File: src/rtl/core/stit_pkg.sv
// Package for the sorted timestamp insert table.
// Holds field widths, table depth, action and status codes, and the compare result type.
// No dependencies.
`default_nettype none

package stit_pkg;

  // Table depth and derived index widths
  localparam int DEPTH   = 1024;
  localparam int IDX_W   = $clog2(DEPTH);
  localparam int CNT_W   = $clog2(DEPTH + 1);

  // Fixed field widths of the stream items
  localparam int ACT_W   = 2;
  localparam int TS_W    = 48;
  localparam int WORD_W  = 32;
  localparam int RIDX_W  = 10;
  localparam int STAT_W  = 3;
  localparam int POS_W   = 10;
  localparam int OCNT_W  = 11;
  localparam int ENTRY_W = TS_W + 2 * WORD_W;

  // Packed stream widths, padded to whole bytes
  localparam int IN_DATA_W  = 128;
  localparam int OUT_DATA_W = 136;
  localparam int IN_PAD_W   = IN_DATA_W - (TS_W + 2 * WORD_W + RIDX_W);

  // Action codes
  localparam logic [ACT_W-1:0] ACT_INSERT = 2'd0;
  localparam logic [ACT_W-1:0] ACT_READ   = 2'd1;
  localparam logic [ACT_W-1:0] ACT_CLEAR  = 2'd2;

  // Status codes
  localparam logic [STAT_W-1:0] ST_INSERTED  = 3'd0;
  localparam logic [STAT_W-1:0] ST_DUPLICATE = 3'd1;
  localparam logic [STAT_W-1:0] ST_FULL      = 3'd2;
  localparam logic [STAT_W-1:0] ST_READ_OK   = 3'd3;
  localparam logic [STAT_W-1:0] ST_BAD_INDEX = 3'd4;
  localparam logic [STAT_W-1:0] ST_CLEARED   = 3'd5;

  // Result of the shared key compare unit
  typedef struct packed {
    logic lt;
    logic eq;
  } cmp_res_t;

endpackage

`default_nettype wire

File: src/rtl/core/stit_cmp.sv
// Shared key compare unit used by every binary search step.
// Depends on stit_pkg for the key width and the result struct.
`default_nettype none

module stit_cmp (
  input  wire logic [stit_pkg::TS_W-1:0] new_key,
  input  wire logic [stit_pkg::TS_W-1:0] stored_key,
  output stit_pkg::cmp_res_t             res
);

  import stit_pkg::*;

  // Stored key below the new key moves the search up; equal marks a duplicate
  always_comb begin
    res.lt = (stored_key < new_key);
    res.eq = (stored_key == new_key);
  end

endmodule

`default_nettype wire

File: config.mk
export PLATFORM = sky130hd
export DESIGN_NAME = stit_cmp
export DESIGN_NICKNAME = d
export VERILOG_FILES = /design/src/rtl/core/stit_pkg.sv /design/src/rtl/core/stit_cmp.sv
export SDC_FILE = /design/constraint.sdc
export NUM_CORES = 1
export LEC_CHECK = 0
export BUFFER_PORTS_ARGS = -buffer_cell sky130_fd_sc_hd__buf_4
export CAP_MARGIN = 15
export CORE_MARGIN = 10
export CORE_UTILIZATION = 39
export DETAILED_ROUTE_END_ITERATION = 8
export PLACE_DENSITY_LB_ADDON = 0.15
export RECOVER_POWER = 25
export REMOVE_ABC_BUFFERS = 1
export SYNTH_ARGS = -nofsm -noshare
export SYNTH_HDL_FRONTEND = slang
export SYNTH_SLANG_ARGS = --single-unit
File: constraint.sdc
create_clock -name vclk -period 3.2
set_input_delay 0.16 -clock vclk [all_inputs]
set_output_delay 0.16 -clock vclk [all_outputs]
set_load 0.05 [all_outputs]
==> out/metrics.yaml, run 1 <==
critical_path:
  crit_chain: "buf_4, inv_1, ha_1, nand4_1, nor4_1, nand3_1, or4_4, nor2_1, a2111oi_0, buf_4"
  path_depth: 10
  critical_path_class: "input pin to primary output"
  required_ns: 3.04
  crit_end: "res[1]"
  startpoint_type: "input pin"
  worst_setup_path_end_kind: "primary output"
  critPathBufInv: 3
  cp_common_cell: "buf_4"
  critPathLaunch: "new_key[35]"
  cp_top_family: "simple AND/OR/NAND/NOR gates"
  cp_slowest_cell: "or4_4"
  arrival_ns: 2.25
  crit_path_max_incr_delay_ns: 0.57
  worstPathMaxFanout: 3
placed_design:
  placed_area_um2: 2000
  globalplace.congestion: 0.779
  port_buffers: 98
  dpl.cell_count: 312
  hpwl_um: 3640
power_and_ir_drop:
  leakagePower_uw: 0.00125
  power_uw: 226
  power.density_nw_per_um2: 113
  vdd_drop_max_mv: 0.0504
routing:
  wirelength_um: 3720
  routed-via-count: 1434
  drc: 0
  viasPerCell: 4.60
  drt_iter0_markers: 18
  ant_nets: 0
  wl_per_cell_um: 11.9
  drt-pass1-iter-count: 4
timing:
  fmaxAchievable_mhz: 415
  maxSlewHeadroom: 0.727
  worstMarginPinSlew_ns: 0.405
  rsz0062_at_grt: "false"
  period_share: 0.753
  finalCriticalPeriod_ns: 2.41
  hold_viol_final: 0
  maxSlewViolCount: 0
  setup_viol: 0
  whs_ns: 0.900
final_layout:
  fill_cells: 289
  design_area_um2: 2000
  area.sequential_um2: 0
  post_layout_nonfiller_instances: 312
  final_nets: 414
  diodes: 0
  multi_input_area_um2: 1030
  final_util: 0.660
  clkbuf_count: 0
  nFlopsAndLatches: 0
  drive_above_1_share: 0.381
  syn_to_final_growth_pct: 64.6
synth:
  synth_common_cells: "ha_1 (48), inv_1 (48), a21oi_1 (22)"
  netlist_area_um2: 1210
  synth.top_cells.by_area: "ha_1 (49%), inv_1 (15%), a21oi_1 (9.1%)"
  synth_top_area_share: 0.495
  avgSynthCellArea_um2: 7.14
  synth_warnings: 0
  synthCells: 170
  ys_types: 22
  synth_area_leader_cell: "ha_1"
  seq_area_frac_synth: 0
die:
  die_width_um: 75.8
  io_pins: 98
  dieArea_um2: 5740
  num_rows: 20
  design.core.area_um2: 3030
  die_h_um: 75.8
  start_util: 0.401
job:
  drv_cap: 0
run_status:
  status: "finished clean"
grt:
  grt_max_degree: 4
  track_usage: 0.127
  grt_pass1_vias: 1473
  antenna_found_initial: 0
  gr-total-overflow: 0
  grt_first_pass_wirelength_um: 6110
clocking:
  postCtsHoldBufs: 0
  cts.repair.resized: 0
  post_cts_buffers: 0
min_path:
  hold_depth: 6
  hold_path_class: "input pin to primary output"
worst min-delay path by stage:
stage          slack, ns           start      to
3_5_place_dp        0.91  stored_key[31]  res[1]
5_1_grt             0.95      new_key[0]  res[0]
6_report            0.90  stored_key[31]  res[1]
4_1_cts             0.91  stored_key[31]  res[1]
2_1_floorplan       0.73   stored_key[2]  res[0]
3_3_place_gp        0.91  stored_key[31]  res[1]
per-stage QoR:
step	setup slack, ns	setup TNS (ns)
after floorplan	-0.480	-0.480
after global placement	0.907	0
after detailed placement	0.846	0
after CTS	0.838	0
after global routing	0.591	0
final	0.791	0
cell usage in the layout (no fill, tap or decap), types with 2 or more instances in the layout:
cell,netlist,routed
a211oi_1,2,2
a21o_1,5,5
a21oi_1,22,22
buf_4,0,98
ha_1,48,48
inv_1,48,48
nand2_1,11,11
nand3_1,6,6
nand4_1,8,8
nor2_1,3,3
o21ai_0,4,4
per-layer routing:
layer | share of wire | GRT usage
met3 | 0.16 | 0.0573
met2 | 0.45 | 0.216
met1 | 0.39 | 0.151
met5 | 0 | 0
met4 | 0 | 0
area by class of cell:
| cell class | count | share of cell area |
|---|---|---|
| inverter | 48 | 0.0902 |
| timing repair buffer | 98 | 0.368 |
| multi-input combinational | 122 | 0.514 |
| tap | 44 | 0.0276 |
report_power, final:
part | switching [µW] | internal [µW] | total, µW
Clock | 0 | 0 | 0
Sequential | 0 | 0 | 0
Combinational | 92.3 | 134 | 226
Total | 92.3 | 134 | 226
tightest hold or removal path, delay by kind of cell:
family / cells / cell delay, ns
buffers and inverters: 2 / 0.27
AND/OR/NAND/NOR: 1 / 0.05
AO/OA/AOI/OAI: 2 / 0.13
adder cells (fa/ha/maj): 1 / 0.14
kinds of logic (layout without fill, tap and decap cells):
group,after synthesis,in the layout,synth area share
adder cells (fa/ha/maj),48,48,0.495
AND/OR/NAND/NOR,35,35,0.170
buffers and inverters,48,146,0.148
AO/OA/AOI/OAI,39,39,0.187
(Power assumes the default switching activity.)
==> inputs of run 2 (changes only) <==
==> constraint.sdc (replaced) <==
create_clock -name vclk -period 2.25
set_input_delay 0.1125 -clock vclk [all_inputs]
set_output_delay 0.1125 -clock vclk [all_outputs]
set_load 0.05 [all_outputs]
==> run 2 against run 1 <==
  * Non-clock buffer count increased by 1
  * Combinational power rose by 46%
  * Worst hold slack worse by 0.084 ns
  * Worst setup slack worse by 0.66 ns
  * Cell count is 0.32% higher
  * Die area unchanged
  * Final area grew 1.6%
  * Sequential share of layout area did not move
  * Clock-buffer cell count stayed put
  * Routed wire length up 0.94%
  * Via count is 2.5% higher
  * Global-route usage is 0.080 points lower
  * Critical endpoint unchanged
  * Highest routed layer is now met4
==> out/metrics.yaml, run 2 (synthesis results as in run 1) <==
critical_path:
  worstPathMaxFanout: 2  # was 3
  required_ns: 2.14  # was 3.04 ns
  arrival_ns: 2.00  # was 2.25 ns
  startpoint_type: "input pin"  # unchanged
  critical_path_class: "input pin to primary output"  # unchanged
  worst_setup_path_end_kind: "primary output"  # unchanged
power_and_ir_drop:
  power.density_nw_per_um2: 162  # was 113 nW/µm²
  vdd_drop_max_mv: 0.0898  # was 0.0504 mV
  leakagePower_uw: 0.00128  # was 0.00125 µW
  p_switching_uw: 137  # was 92.3 µW
  clkPwrFrac: 0  # about the same
  swShare: 0.416  # was 0.408
  p_seq_frac: 0  # about the same
  comb_power_share: 1.000  # about the same
  p_int_uw: 192  # was 134 µW
final_layout:
  area.sequential_um2: 0  # unchanged
  clkbuf_count: 0  # unchanged
  syn_to_final_growth_pct: 67.2  # was 64.6%
  post_layout_nonfiller_instances: 313  # was 312
  final_nets: 415  # was 414
  final_util: 0.670  # was 0.660
  drive_above_1_share: 0.387  # was 0.381
  final_cell_mix: "buf_4 (99), inv_1 (48), ha_1 (48)"  # was buf_4 (98), inv_1 (48), ha_1 (48)
  nFlopsAndLatches: 0  # unchanged
  final_common_cell: "buf_4"  # unchanged
  diodes: 0  # unchanged
routing:
  routed-via-count: 1470  # was 1434
  drt-pass1-iter-count: 4  # unchanged
  drc: 0  # unchanged
  drt_iter0_markers: 26  # was 18
  wl_per_cell_um: 12.0  # was 11.9 µm
  ant_nets: 0  # unchanged
  viasPerCell: 4.70  # was 4.60
  wirelength_um: 3760  # was 3720 µm
timing:
  maxSlewViolCount: 0  # unchanged
  finalCriticalPeriod_ns: 2.12
  setup_viol: 0  # unchanged
  worstMarginPinSlew_ns: 0.350  # was 0.405 ns
  maxSlewHeadroom: 0.761  # was 0.727
  period_share: 0.941
  hold_viol_final: 0  # unchanged
  fmaxAchievable_mhz: 473
grt:
  grt.met1_usage: 0.140  # was 0.151
  top_usage_layer: "met2"  # unchanged
  antenna_found_initial: 0  # unchanged
  track_usage: 0.126  # was 0.127
  grt_first_pass_wirelength_um: 6020  # was 6110 µm
  met2_usage: 0.225  # was 0.216
  gr-total-overflow: 0  # unchanged
  use_met3: 0.0547  # was 0.0573
  grt_pass1_vias: 1520  # was 1473
  grt_max_degree: 4  # unchanged
clocking:
  cts.repair.resized: 0  # unchanged
  postCtsHoldBufs: 0  # unchanged
  post_cts_buffers: 0  # unchanged
die:
  die_width_um: 75.8  # unchanged
  start_util: 0.401  # unchanged
  design.core.area_um2: 3030  # unchanged
  io_pins: 98  # unchanged
  die_h_um: 75.8  # unchanged
  num_rows: 20  # unchanged
  dieArea_um2: 5740  # unchanged
job:
  drv_cap: 0  # unchanged
placed_design:
  hpwl_um: 3660  # was 3640 µm
  globalplace.congestion: 0.786  # was 0.779
  port_buffers: 98  # unchanged
  dpl.cell_count: 313  # was 312
min_path:
  hold_path_class: "input pin to primary output"  # unchanged
run_status:
  status: "finished clean"  # unchanged
[run 2: critical path: stages]
cell       delay (ns)
buf_4            0.08
inv_1            0.03
ha_1             0.28
nand4_1          0.19
nor4_4           0.34
nand3_1          0.14
or4_4            0.44
nor2_1           0.10
a2111oi_0        0.07
buf_4            0.21
[run 2: path summary, 6_finish.rpt]
check	from	to	depth (start not counted)
max	new_key[43]	res[1]	10
min	stored_key[7]	res[1]	6
[run 2: power by group through the flow]
stage                     sequential, µW  combinational (µW)  clock, µW
after CTS                              0                 331          0
final                                  0                 329          0
after floorplan                        0                 161          0
after detailed placement               0                 329          0
after global routing                   0                 382          0
after global placement                 0                 323          0
[run 2: layout make-up]
cell class	count	area, µm²
inverters	48	180
repair buffers	99	743
fillers	295	998
well taps	44	55.1
multi-input cells	122	1050
[run 2: metal layers]
metal	wire (µm)	vias to the layer above
li1	-	793
met1	1450	614
met2	1720	61
met3	563	2
met4	27	0
met5	0	-
[run 2: stage by stage]
stage	power, µW	TNS, ns	worst slack, ns	area (µm²)	hold slack, ns
2_1_floorplan	161	-1.41	-1.34	1210	0.632
3_3_place_gp	323	0	0.0570	2010	0.803
3_5_place_dp	329	0	0.00797	2010	0.827
4_1_cts	331	0	0.00751	2010	0.827
5_1_grt	382	-0.0000246	-0.0000246	2030	0.864
6_report	329	0	0.134	2030	0.817
==> inputs of run 3 (changes only) <==
--- a/config.mk
+++ b/config.mk
@@ -10,6 +10,7 @@
 export CORE_MARGIN = 10
 export CORE_UTILIZATION = 39
 export DETAILED_ROUTE_END_ITERATION = 8
+export MAX_ROUTING_LAYER = met4
 export PLACE_DENSITY_LB_ADDON = 0.15
 export RECOVER_POWER = 25
 export REMOVE_ABC_BUFFERS = 1
==> run 3 against run 2 <==
  * Die area unchanged
  * Largest cell class unchanged
  * Utilization unchanged
  * Non-clock buffer count unchanged
  * Cell count unchanged
  * Power about the same
==> out/metrics.yaml, run 3 (synthesis results as in run 1) <==
run_status:
  status: "finished clean"  # unchanged
routing:
  drc: 0  # unchanged
  ant_nets: 0  # unchanged
  wl_per_cell_um: 12.0  # unchanged
  drt_iter0_markers: 26  # unchanged
  routed-via-count: 1470  # unchanged
  wirelength_um: 3760  # unchanged
  viasPerCell: 4.70  # unchanged
  drt-pass1-iter-count: 4  # unchanged
power_and_ir_drop:
  power.density_nw_per_um2: 162  # about the same
  leakagePower_uw: 0.00128  # unchanged
  vdd_drop_max_mv: 0.0899  # was 0.0898 mV
critical_path:
  worstPathMaxFanout: 2  # unchanged
  startpoint_type: "input pin"  # unchanged
  worst_setup_path_end_kind: "primary output"  # unchanged
  required_ns: 2.14  # about the same
  arrival_ns: 2.00  # about the same
  critical_path_class: "input pin to primary output"  # unchanged
final_layout:
  nFlopsAndLatches: 0  # unchanged
  clkbuf_count: 0  # unchanged
  syn_to_final_growth_pct: 67.2  # unchanged
  final_common_cell: "buf_4"  # unchanged
  final_cell_mix: "buf_4 (99), inv_1 (48), ha_1 (48)"  # unchanged
  drive_above_1_share: 0.387  # unchanged
  diodes: 0  # unchanged
  final_nets: 415  # unchanged
  post_layout_nonfiller_instances: 313  # unchanged
  area.sequential_um2: 0  # unchanged
grt:
  antenna_found_initial: 0  # unchanged
  grt_first_pass_wirelength_um: 6020  # unchanged
  grt_pass1_vias: 1520  # unchanged
  track_usage: 0.130  # was 0.126
  top_usage_layer: "met2"  # unchanged
  grt_max_degree: 4  # unchanged
  met2_usage: 0.225  # unchanged
  use_met3: 0.0430  # was 0.0547
  gr-total-overflow: 0  # unchanged
  grt.met1_usage: 0.146  # was 0.140
die:
  io_pins: 98  # unchanged
  start_util: 0.401  # unchanged
  design.core.area_um2: 3030  # unchanged
  die_h_um: 75.8  # unchanged
  die_width_um: 75.8  # unchanged
  dieArea_um2: 5740  # unchanged
  num_rows: 20  # unchanged
timing:
  worstMarginPinSlew_ns: 0.350  # unchanged
  period_share: 0.941  # about the same
  finalCriticalPeriod_ns: 2.12  # about the same
  hold_viol_final: 0  # unchanged
  fmaxAchievable_mhz: 473  # about the same
  maxSlewHeadroom: 0.761  # unchanged
  whs_ns: 0.817  # about the same
  maxSlewViolCount: 0  # unchanged
  setup_viol: 0  # unchanged
placed_design:
  globalplace.congestion: 0.797  # was 0.786
  port_buffers: 98  # unchanged
  hpwl_um: 3660  # unchanged
  dpl.cell_count: 313  # unchanged
min_path:
  hold_depth: 6  # unchanged
  hold_path_class: "input pin to primary output"  # unchanged
clocking:
  post_cts_buffers: 0  # unchanged
job:
  drv_cap: 0  # unchanged
==> run 3: cell counts in the layout (fill, tap and decap cells not counted) <==
No cell type changed its count.
==> run 3: layout make-up <==
cell class                 instances  area (µm²)
tap                               44        55.1
fill                             295         998
multi-input combinational        122        1050
timing repair buffer              99         743
inverter                          48         180
==> run 3: path summary, 6_finish.rpt <==
check,start,endpoint,slack (ns)
setup / recovery,new_key[43],res[1],0.13
hold / removal,stored_key[7],res[1],0.82
==> run 3: metrics by stage <==
stage | util | power, µW | setup TNS (ns) | setup WS [ns] | instance area (µm²)
2_1_floorplan | - | 161 | -1.41 | -1.34 | 1210
3_3_place_gp | 0.664 | 323 | 0 | 0.0570 | 2010
3_5_place_dp | 0.664 | 329 | 0 | 0.00797 | 2010
4_1_cts | 0.664 | 331 | 0 | 0.00751 | 2010
5_1_grt | 0.670 | 382 | -0.0000246 | -0.0000246 | 2030
6_report | 0.670 | 329 | 0 | 0.134 | 2030
==> run 3: critical path, stage by stage <==
cell and delay (ns):
buf_4 0.08, inv_1 0.03, ha_1 0.28, nand4_1 0.19, nor4_4 0.34, nand3_1 0.14, or4_4 0.44, nor2_1 0.10
a2111oi_0 0.07, buf_4 0.21
==> run 3: timing repair <==
| action | CTS | global route |
|---|---|---|
| hold buffers | 0 | 0 |
| setup endpoints to repair | 0 | 2 |
| gates resized for setup | 0 | 2 |
==> run 3: layer usage <==
metal	part of all wire	routed length [µm]
met1	0.40	1520
met2	0.46	1720
met3	0.13	494
met4	0.0072	27
met5	0	0
==> run 3: power by group <==
part           internal [µW]  switching, µW  total (µW)
Sequential                 0              0           0
Combinational            192            137         329
Clock                      0              0           0
