File: src/rtl/core/stit_ram.sv
// Generic simple dual-port RAM: one write port, one registered read port.
// Self-contained, no package dependency.
`default_nettype none

module stit_ram #(
  parameter int WIDTH = 8,
  parameter int DEPTH = 16,
  parameter int AW    = $clog2(DEPTH)
) (
  input  wire logic             clk,
  input  wire logic             wr_en,
  input  wire logic [AW-1:0]    wr_addr,
  input  wire logic [WIDTH-1:0] wr_data,
  input  wire logic             rd_en,
  input  wire logic [AW-1:0]    rd_addr,
  output logic      [WIDTH-1:0] rd_data
);

  logic [WIDTH-1:0] mem [DEPTH];

  // Write port
  always_ff @(posedge clk) begin
    if (wr_en) begin
      mem[wr_addr] <= wr_data;
    end
  end

  // Registered read port
  always_ff @(posedge clk) begin
    if (rd_en) begin
      rd_data <= mem[rd_addr];
    end
  end

endmodule

`default_nettype wire

File: config.mk
export PLATFORM = sky130hd
export DESIGN_NAME = stit_ram
export DESIGN_NICKNAME = d
export VERILOG_FILES = /design/src/rtl/core/stit_ram.sv
export SDC_FILE = /design/constraint.sdc
export NUM_CORES = 1
export LEC_CHECK = 0
export BUFFER_PORTS_ARGS = -buffer_cell sky130_fd_sc_hd__buf_2
export CORE_ASPECT_RATIO = 0.8
export CORE_UTILIZATION = 25
export CTS_CLUSTER_DIAMETER = 100
export DETAILED_ROUTE_END_ITERATION = 8
export HOLD_SLACK_MARGIN = 0.1
export MAX_ROUTING_LAYER = met4
export PLACE_DENSITY_LB_ADDON = 0.12
export SYNTH_ARGS = -nofsm -noshare
export SYNTH_HDL_FRONTEND = slang
export SYNTH_SLANG_ARGS = --single-unit
File: constraint.sdc
create_clock -name clk -period 5.85 [get_ports clk]
set_input_delay 1.17 -clock clk [delete_from_list [all_inputs] [get_ports clk]]
set_output_delay 1.17 -clock clk [all_outputs]
set_load 0.005 [all_outputs]
==> flow_summary.json, run 1 <==
{
  "ys_seq_area_frac": 0.781,
  "antenna_cells": 0,
  "cp_max_fo": 32,
  "die-area_um2": 21500,
  "min_path_type": "reg -> reg",
  "max_freq_ghz": 0.368,
  "synth_warnings": 0,
  "gp_congestion": 0.674,
  "layout-drive-gt1-share": 0.290,
  "clockBufferDepth": 2,
  "slowest_stage": "mux4_1",
  "grt_usage": 0.122,
  "firstDrtPassIters": 4,
  "antenna_found_initial": 0,
  "synth_top_area_cell": "edfxtp_1",
  "cts.clk_slew.worst_paths_ns": 0.06,
  "p_leak_nw": 2.04,
  "intPower_mw": 1.90,
  "p_comb_frac": 0.041,
  "cts_hold_buf": 0,
  "yosys.cell_count.top_type": "edfxtp_1",
  "fill_cells": 1974,
  "setup_tns_ns": 0,
  "critical_path.startpoint_type": "input pin",
  "viasPerCell": 4.32,
  "synth_ff_type": "edfxtp_1",
  "status": "complete, no violations",
  "netlist.area_leader.share": 0.781,
  "hold_viol": 0,
  "num-nets-final": 286,
  "syn_inst": 229,
  "cp_cell_sequence": "buf_2 > buf_4 > mux4_1 > a22oi_1 > nand2_1",
  "grt_setup_unrepaired": "no",
  "crit_required_ns": 5.99,
  "syn_avg_cell_area_um2": 22.8,
  "cts_tree": "yes",
  "tightest_slew_ns": 1.09,
  "fin_skew_ns": 0.0141,
  "root_buffer": "clkbuf_16",
  "cts_buffers": 17,
  "clkLatencyLatePin_ns": 0.41,
  "cpPeakStageDelay_ns": 0.67,
  "async_flop_share": 0,
  "pin_count": 27,
  "post_cts_buffers": 0,
  "ff2ff_setup_slack_ns": 4.29,
  "vias": 2345,
  "synth_nets": 248,
  "maxCapViolations": 0,
  "grt_pass1_vias": 2571,
  "ant_nets": 0,
  "grt.overflow.total": 0,
  "clkPwrFrac": 0.495,
  "grt_max_degree": 33,
  "die_h_um": 131,
  "synth_edf_count": 136,
  "p_sw_frac": 0.203,
  "dpl.hpwl_um": 7240,
  "ctsHtreeMaxLevel": 4,
  "wirelength_um": 11700,
  "netlist_area_um2": 5230,
  "synthTopCellsByCount": "edfxtp_1, mux4_2, a22oi_1",
  "maxSlewViolCount": 0,
  "start_util": 0.260,
  "fp.dieW_um": 164,
  "ys_ff_latch": 136,
  "core-area_um2": 20100,
  "layout_min_cycle_time_ns": 2.72,
  "row_count": 46,
  "finalSetupViolations": 0,
  "cp.arrival_ns": 2.86,
  "critical_path_class": "in -> reg",
  "drc": 0,
  "period_share": 0.465,
  "max_slew_margin": 0.270,
  "synth_top_cells_by_area": "edfxtp_1, mux4_2, mux4_1, a22oi_1, nor2_1",
  "io_buffers": 26,
  "vdd_drop_max_v": 0.000160,
  "syn2layout_area_growth_pct": 20.2,
  "power.switching_uw": 484,
  "powerDensity_nw_per_um2": 379,
  "drt_iter0_markers": 180,
  "power_frac_seq": 0.464,
  "grt_pass1_wl_um": 17500,
  "post-route-util": 0.312,
  "cts_sinks": 136,
  "synth_cell_type_count": 18,
  "routedWlPerCell_um": 21.6,
  "cts_resized": 0,
  "cp-end-kind": "flop"
}
flip-flops by register name (all words and copies together), names as in the netlist:
register and flops:
mem 128, rd_data 8
per-stage QoR:
| stage | area [µm²] | total power [mW] | setup WS [ns] | std cells | hold WS [ns] |
|---|---|---|---|---|---|
| 2_1_floorplan | 5230 | 1.18 | 3.19 | 229 | 0.705 |
| 3_3_place_gp | 5630 | 1.23 | 2.67 | 512 | 0.735 |
| 3_5_place_dp | 5630 | 1.23 | 2.66 | 512 | 0.750 |
| 4_1_cts | 6280 | 2.40 | 3.10 | 543 | 0.766 |
| 5_1_grt | 6280 | 2.46 | 3.02 | 543 | 0.803 |
| 6_report | 6280 | 2.38 | 3.13 | 543 | 0.760 |
critical path, delay by kind of cell:
kind	cells	cell delay (ns)
simple gates	1	0.10
buf+inv	2	0.60
mux	1	0.67
compound gates	1	0.30
power by group through the flow:
stage | combinational [mW] | sequential [mW] | clock [mW]
4_1_cts | 0.103 | 1.10 | 1.20
2_1_floorplan | 0.0554 | 1.12 | 0
5_1_grt | 0.109 | 1.11 | 1.24
6_report | 0.0986 | 1.10 | 1.18
3_5_place_dp | 0.102 | 1.12 | 0
3_3_place_gp | 0.102 | 1.13 | 0
layout make-up:
cell class / count / area, µm² / area share
flip-flops and latches: 136 / 4080 / 0.650
multi-input cells: 83 / 1070 / 0.170
clock buffers: 17 / 425 / 0.0677
well taps: 264 / 330 / 0.0526
clock inverters: 14 / 224 / 0.0356
repair buffers: 29 / 153 / 0.0243
final timing paths:
| check | start | to | cells after the start |
|---|---|---|---|
| max | rd_addr[0] | rd_data[2] | 5 |
| min | mem[12][6] | rd_data[6] | 3 |
| max reg2reg | mem[2][2] | rd_data[2] | 3 |
| min reg2reg | mem[12][6] | rd_data[6] | 3 |
routing by layer:
metal | up-vias | global-route usage | routed length [µm] | part of all wire
li1 | 1057 | - | - | -
met1 | 1239 | 0.175 | 6060 | 0.52
met2 | 45 | 0.167 | 5180 | 0.44
met3 | 4 | 0.0363 | 379 | 0.032
met4 | 0 | 0.0345 | 93 | 0.0079
met5 | - | - | 0 | 0
cell usage in the layout, fill, tap and decap left out, drive strengths merged, types with 2 or more instances in the layout:
| cell type | count |
|---|---|
| edfxtp | 136 |
| mux4 | 32 |
| buf | 29 |
| clkbuf | 17 |
| a22oi | 16 |
| nor2 | 13 |
| nand2 | 9 |
| clkinv | 6 |
| bufinv | 5 |
| nor3 | 4 |
| nand3b | 2 |
| nand2b | 2 |
| inv | 2 |
logic make-up after synthesis:
kind of cell | after synthesis | share of synthesized area
AO/OA/AOI/OAI | 16 | 0.0230
multiplexers | 32 | 0.148
buffers and inverters | 10 | 0.0165
flip-flops | 136 | 0.781
AND/OR/NAND/NOR | 35 | 0.0314
(Power assumes the default switching activity.)
==> run 2: changes to the inputs <==
Clock period 5.85 ns to 2.55 ns, I/O delays scaled along.
==> run 2 against run 1 <==
Compared with the run above: worst hold slack lost 0.28 ns; flip-flop and latch count is the same; die area is the same; non-clock buffer count grew 21; sequential share of layout area shrank 1.5 points; sequential power grew 130%; count of clock-buffer cells in the layout grew 1; utilization grew 0.71 points; worst setup slack lost 2.3 ns; final area grew 2.3%; critical endpoint is now rd_data[1].
==> flow_summary.json, run 2 (synthesized netlist as in run 1, its figures left out) <==
{
  "setup_tns_ns": 0,
  "p_comb_frac": 0.045,
  "maxSlewViolCount": 0,
  "max_slew_margin": 0.637,
  "min_to": "rd_data[3]",
  "grt_pass1_wl_um": 17300,
  "antenna_found_initial": 0,
  "fin_skew_ns": 0.00557,
  "maxCapViolations": 0,
  "fill_cells": 1955,
  "regMostFlops": "mem",
  "drc": 0,
  "fin_area_um2": 6430,
  "cts_sinks": 136,
  "vdd_drop_max_v": 0.000342,
  "worstRegToRegCells": 3,
  "fin_hold_ws_ns": 0.484,
  "cpPeakStageDelay_ns": 0.44,
  "slowest_stage": "buf_2",
  "gp_congestion": 0.661,
  "cp-startpoint": "rd_addr[1]",
  "layout-drive-gt1-share": 0.327,
  "tightest_slew_ns": 0.545,
  "cts_resized": 0,
  "num-nets-final": 307,
  "vias": 2448,
  "ant_nets": 0,
  "grt.overflow.total": 0,
  "finalSetupViolations": 0,
  "routedWlPerCell_um": 20.9,
  "power_frac_seq": 0.470,
  "die-area_um2": 21500,
  "status": "complete, no violations",
  "grt_setup_unrepaired": "no",
  "reg.largest.list": "mem: 128 flops, rd_data: 8 flops",
  "final_cell_mix": "edfxtp_1, buf_2, buf_4",
  "largest_register_ffs": 128,
  "dpl.hpwl_um": 7640,
  "p_sw_frac": 0.194,
  "intPower_mw": 4.34,
  "critical_path_class": "in -> reg",
  "fp.dieW_um": 164,
  "cts_hold_buf": 0,
  "clkLatencyLatePin_ns": 0.41,
  "pin_count": 27,
  "drt_iter0_markers": 160,
  "grt_max_degree": 28,
  "clockBufferDepth": 2,
  "cp_max_fo": 17,
  "cp_top_family": "buffers and inverters",
  "layout_commonest_cell": "edfxtp_1",
  "place_area_um2": 5790,
  "root_buffer": "clkbuf_16",
  "clkPwrFrac": 0.485,
  "io_buffers": 26,
  "post_cts_buffers": 0,
  "cp.buffers_inverters": 2,
  "crit_required_ns": 2.70,
  "hold-path-cell-count": 1,
  "cts_buffers": 17,
  "cp_cell_sequence": "buf_2 > buf_4 > mux4_2 > a22oi_1 > nand2_1",
  "cp-end-kind": "flop",
  "viasPerCell": 4.34,
  "critical_path.startpoint_type": "input pin",
  "row_count": 46,
  "grt_usage": 0.123,
  "ff2ff_setup_slack_ns": 1.06,
  "cts_tree": "yes",
  "wirelength_um": 11800,
  "firstDrtPassIters": 4,
  "path_depth": 5,
  "cts.clk_slew.worst_paths_ns": 0.06,
  "core-area_um2": 20100,
  "cp.arrival_ns": 1.92,
  "max_freq_ghz": 0.567,
  "powerDensity_nw_per_um2": 839,
  "layout_min_cycle_time_ns": 1.76,
  "p_leak_nw": 2.14,
  "hold_viol": 0,
  "power.switching_mw": 1.05,
  "antenna_cells": 0,
  "hold_start": "rd_en",
  "die_h_um": 131,
  "period_share": 0.691,
  "r2r_start": "mem[10][1]",
  "grt_pass1_vias": 2550,
  "ctsHtreeMaxLevel": 4,
  "min_path_type": "in -> reg",
  "syn2layout_area_growth_pct": 23.0,
  "timing.rr.end": "rd_data[1]",
  "start_util": 0.260
}
==> run 2: changes by cell type in the layout (fill, tap and decap cells not counted), sizes merged <==
cell      change
buf          +21
clkbuf        +1
clkinv        -1
clkinvlp      +2
inv           -2
==> run 2: power by group through the flow <==
| stage | logic [mW] | clock network (mW) | registers (mW) |
|---|---|---|---|
| global route | 0.269 | 2.75 | 2.54 |
| CTS | 0.250 | 2.67 | 2.53 |
| floorplan | 0.127 | 0 | 2.58 |
| finish | 0.243 | 2.61 | 2.53 |
| detailed placement | 0.250 | 0 | 2.58 |
| global placement | 0.247 | 0 | 2.58 |
==> run 2: worst max-delay path by stage <==
stage	end	slack (ns)
after global placement	rd_data[2]	0.33
final	rd_data[1]	0.79
after floorplan	mem[0][0]	0.55
after CTS	rd_data[1]	0.73
after global routing	rd_data[1]	0.68
after detailed placement	rd_data[1]	0.29
==> run 2: routing by layer <==
metal	track usage	part of all wire	vias to the layer above	routed length, µm
met3	0.0341	0.039	12	464
met2	0.159	0.41	49	4800
met5	-	0	-	0
met4	0.0401	0.013	0	155
met1	0.182	0.54	1289	6390
li1	-	-	1098	-
==> run 2: final cells by class <==
| cell class | instances | area (µm²) | area share |
|---|---|---|---|
| clock buffers | 18 | 429 | 0.0668 |
| multi-input cells | 83 | 1060 | 0.164 |
| repair buffers | 50 | 323 | 0.0502 |
| clock inverters | 13 | 204 | 0.0317 |
| well taps | 264 | 330 | 0.0514 |
| flip-flops and latches | 136 | 4080 | 0.635 |
==> run 2: per-stage QoR <==
step           worst slack [ns]  total power [mW]  instances  utilization
4_1_cts                   0.733              5.46        564        0.319
2_1_floorplan             0.547              2.70        229            -
6_report                  0.787              5.39        564        0.319
5_1_grt                   0.680              5.56        564        0.319
3_3_place_gp              0.327              2.83        533        0.288
3_5_place_dp              0.289              2.83        533        0.288
==> run 2: worst register-to-register path, cell delays in order, from the launching register on <==
cell and delay [ns]:
edfxtp_1 0.36, mux4_1 0.50, a22oi_1 0.30, nand2_1 0.08
==> run 3: changes to the inputs <==
Clock period 2.55 ns to 1.55 ns, I/O delays scaled along.
==> run 3 against run 2 <==
Compared with the run above: clock skew grew 0.0029 ns; via count increased by 2.6%; routed wire length up 5.5%; register-to-register slack worse by 0.99 ns; final area grew 0.14%.
==> flow_summary.json, run 3 (synthesized netlist as in run 1, its figures left out) <==
{
  "firstDrtPassIters": 4,
  "dpl.hpwl_um": 8170,
  "wirelength_um": 12500,
  "ff2ff_setup_slack_ns": 0.07,
  "final_cell_mix": "edfxtp_1, mux4_2, buf_2, buf_4, clkbuf_16",
  "cts.clk_slew.worst_paths_ns": 0.06,
  "cts_buffers": 17,
  "power.total_mw": 8.22,
  "critical_path.startpoint_type": "flop",
  "cts_sinks": 136,
  "fin_hold_ws_ns": 0.282,
  "min_path_type": "in -> reg",
  "io_buffers": 26,
  "grt_usage": 0.130,
  "vias": 2511,
  "viasPerCell": 4.39,
  "reg.largest.list": "mem: 128 flops, rd_data: 8 flops",
  "maxSlewViolCount": 0,
  "hold_viol": 0,
  "grt_pass1_vias": 2641,
  "powerDensity_nw_per_um2": 1280,
  "pin_count": 27,
  "maxCapViolations": 0,
  "grt_max_degree": 22,
  "place_area_um2": 5900,
  "period_share": 0.958,
  "largest_register_ffs": 128,
  "cp-end-kind": "flop",
  "routedWlPerCell_um": 21.8,
  "fill_cells": 1945,
  "max_slew_margin": 0.406,
  "status": "complete, no violations",
  "tightest_slew_ns": 0.888,
  "fin_area_um2": 6440,
  "root_buffer": "clkbuf_16",
  "clkPwrFrac": 0.438,
  "antenna_cells": 0,
  "gp_congestion": 0.714,
  "power_frac_seq": 0.507,
  "regMostFlops": "mem",
  "die-area_um2": 21500,
  "intPower_mw": 6.49,
  "row_count": 46,
  "ctsHtreeMaxLevel": 4,
  "vdd_drop_max_v": 0.000538,
  "grt_pass1_wl_um": 18400,
  "critical_path_class": "reg -> reg",
  "cp.arrival_ns": 1.65,
  "layout-drive-gt1-share": 0.373,
  "p_comb_frac": 0.056,
  "syn2layout_area_growth_pct": 23.1,
  "grt_setup_unrepaired": "no",
  "max_freq_ghz": 0.673,
  "grt.overflow.total": 0,
  "clockBufferDepth": 2,
  "antenna_found_initial": 0,
  "core-area_um2": 20100,
  "p_sw_frac": 0.210,
  "power.switching_mw": 1.73,
  "fin_skew_ns": 0.00843,
  "drc": 0,
  "clkLatencyLatePin_ns": 0.42,
  "num-nets-final": 315,
  "layout_min_cycle_time_ns": 1.48,
  "crit_required_ns": 1.72,
  "layout_commonest_cell": "edfxtp_1",
  "cp_max_fo": 1,
  "start_util": 0.260,
  "die_h_um": 131,
  "cts_tree": "yes",
  "p_leak_nw": 2.12,
  "drt_iter0_markers": 204,
  "post_cts_buffers": 0,
  "ant_nets": 0,
  "finalSetupViolations": 0,
  "fp.dieW_um": 164
}
run 3: critical path, cell delays in order, from the launching register on:
cell and delay [ns]:
edfxtp_1 0.36, mux4_1 0.63, a22oi_1 0.18, nand2_1 0.07
run 3: cell type report:
cell class | count | area (µm²) | area share
sequential | 136 | 4080 | 0.635
multi-input combinational | 83 | 1060 | 0.164
timing repair buffer | 58 | 445 | 0.0692
clock buffer | 19 | 433 | 0.0673
tap | 264 | 330 | 0.0513
clock inverter | 12 | 86.3 | 0.0134
run 3: metal layers:
metal	global-route usage	part of all wire
met5	-	0
met4	0.0494	0.014
met3	0.0316	0.046
met2	0.168	0.42
met1	0.193	0.52
run 3: stage by stage:
stage / worst slack [ns] / util / cells / setup TNS, ns
final: 0.0650 / 0.320 / 572 / 0
after global routing: 0.00208 / 0.320 / 572 / 0
after CTS: 0.00864 / 0.319 / 572 / 0
after detailed placement: -0.418 / 0.293 / 541 / -3.83
after global placement: -0.429 / 0.293 / 541 / -3.87
after floorplan: -0.0261 / - / 229 / -0.751
run 3: final timing paths:
check	to	start	cells past startpoint
setup / recovery	rd_data[0]	mem[5][0]	3
hold / removal	rd_data[5]	rd_en	1
setup reg to reg	rd_data[0]	mem[5][0]	3
hold reg to reg	rd_data[7]	mem[15][7]	3
run 3: what timing repair did:
item / in CTS / in global routing
endpoints found under the setup margin: 2 / 4
gates resized for setup: 2 / 4
hold buffers: 0 / 0
cloned: 0 / 0
run 3: power by group through the flow:
stage	Sequential, mW	Combinational, mW	Clock (mW)
after detailed placement	4.24	0.463	0
after global routing	4.17	0.498	3.84
after global placement	4.24	0.464	0
after floorplan	4.24	0.217	0
final	4.17	0.459	3.60
after CTS	4.17	0.467	3.68
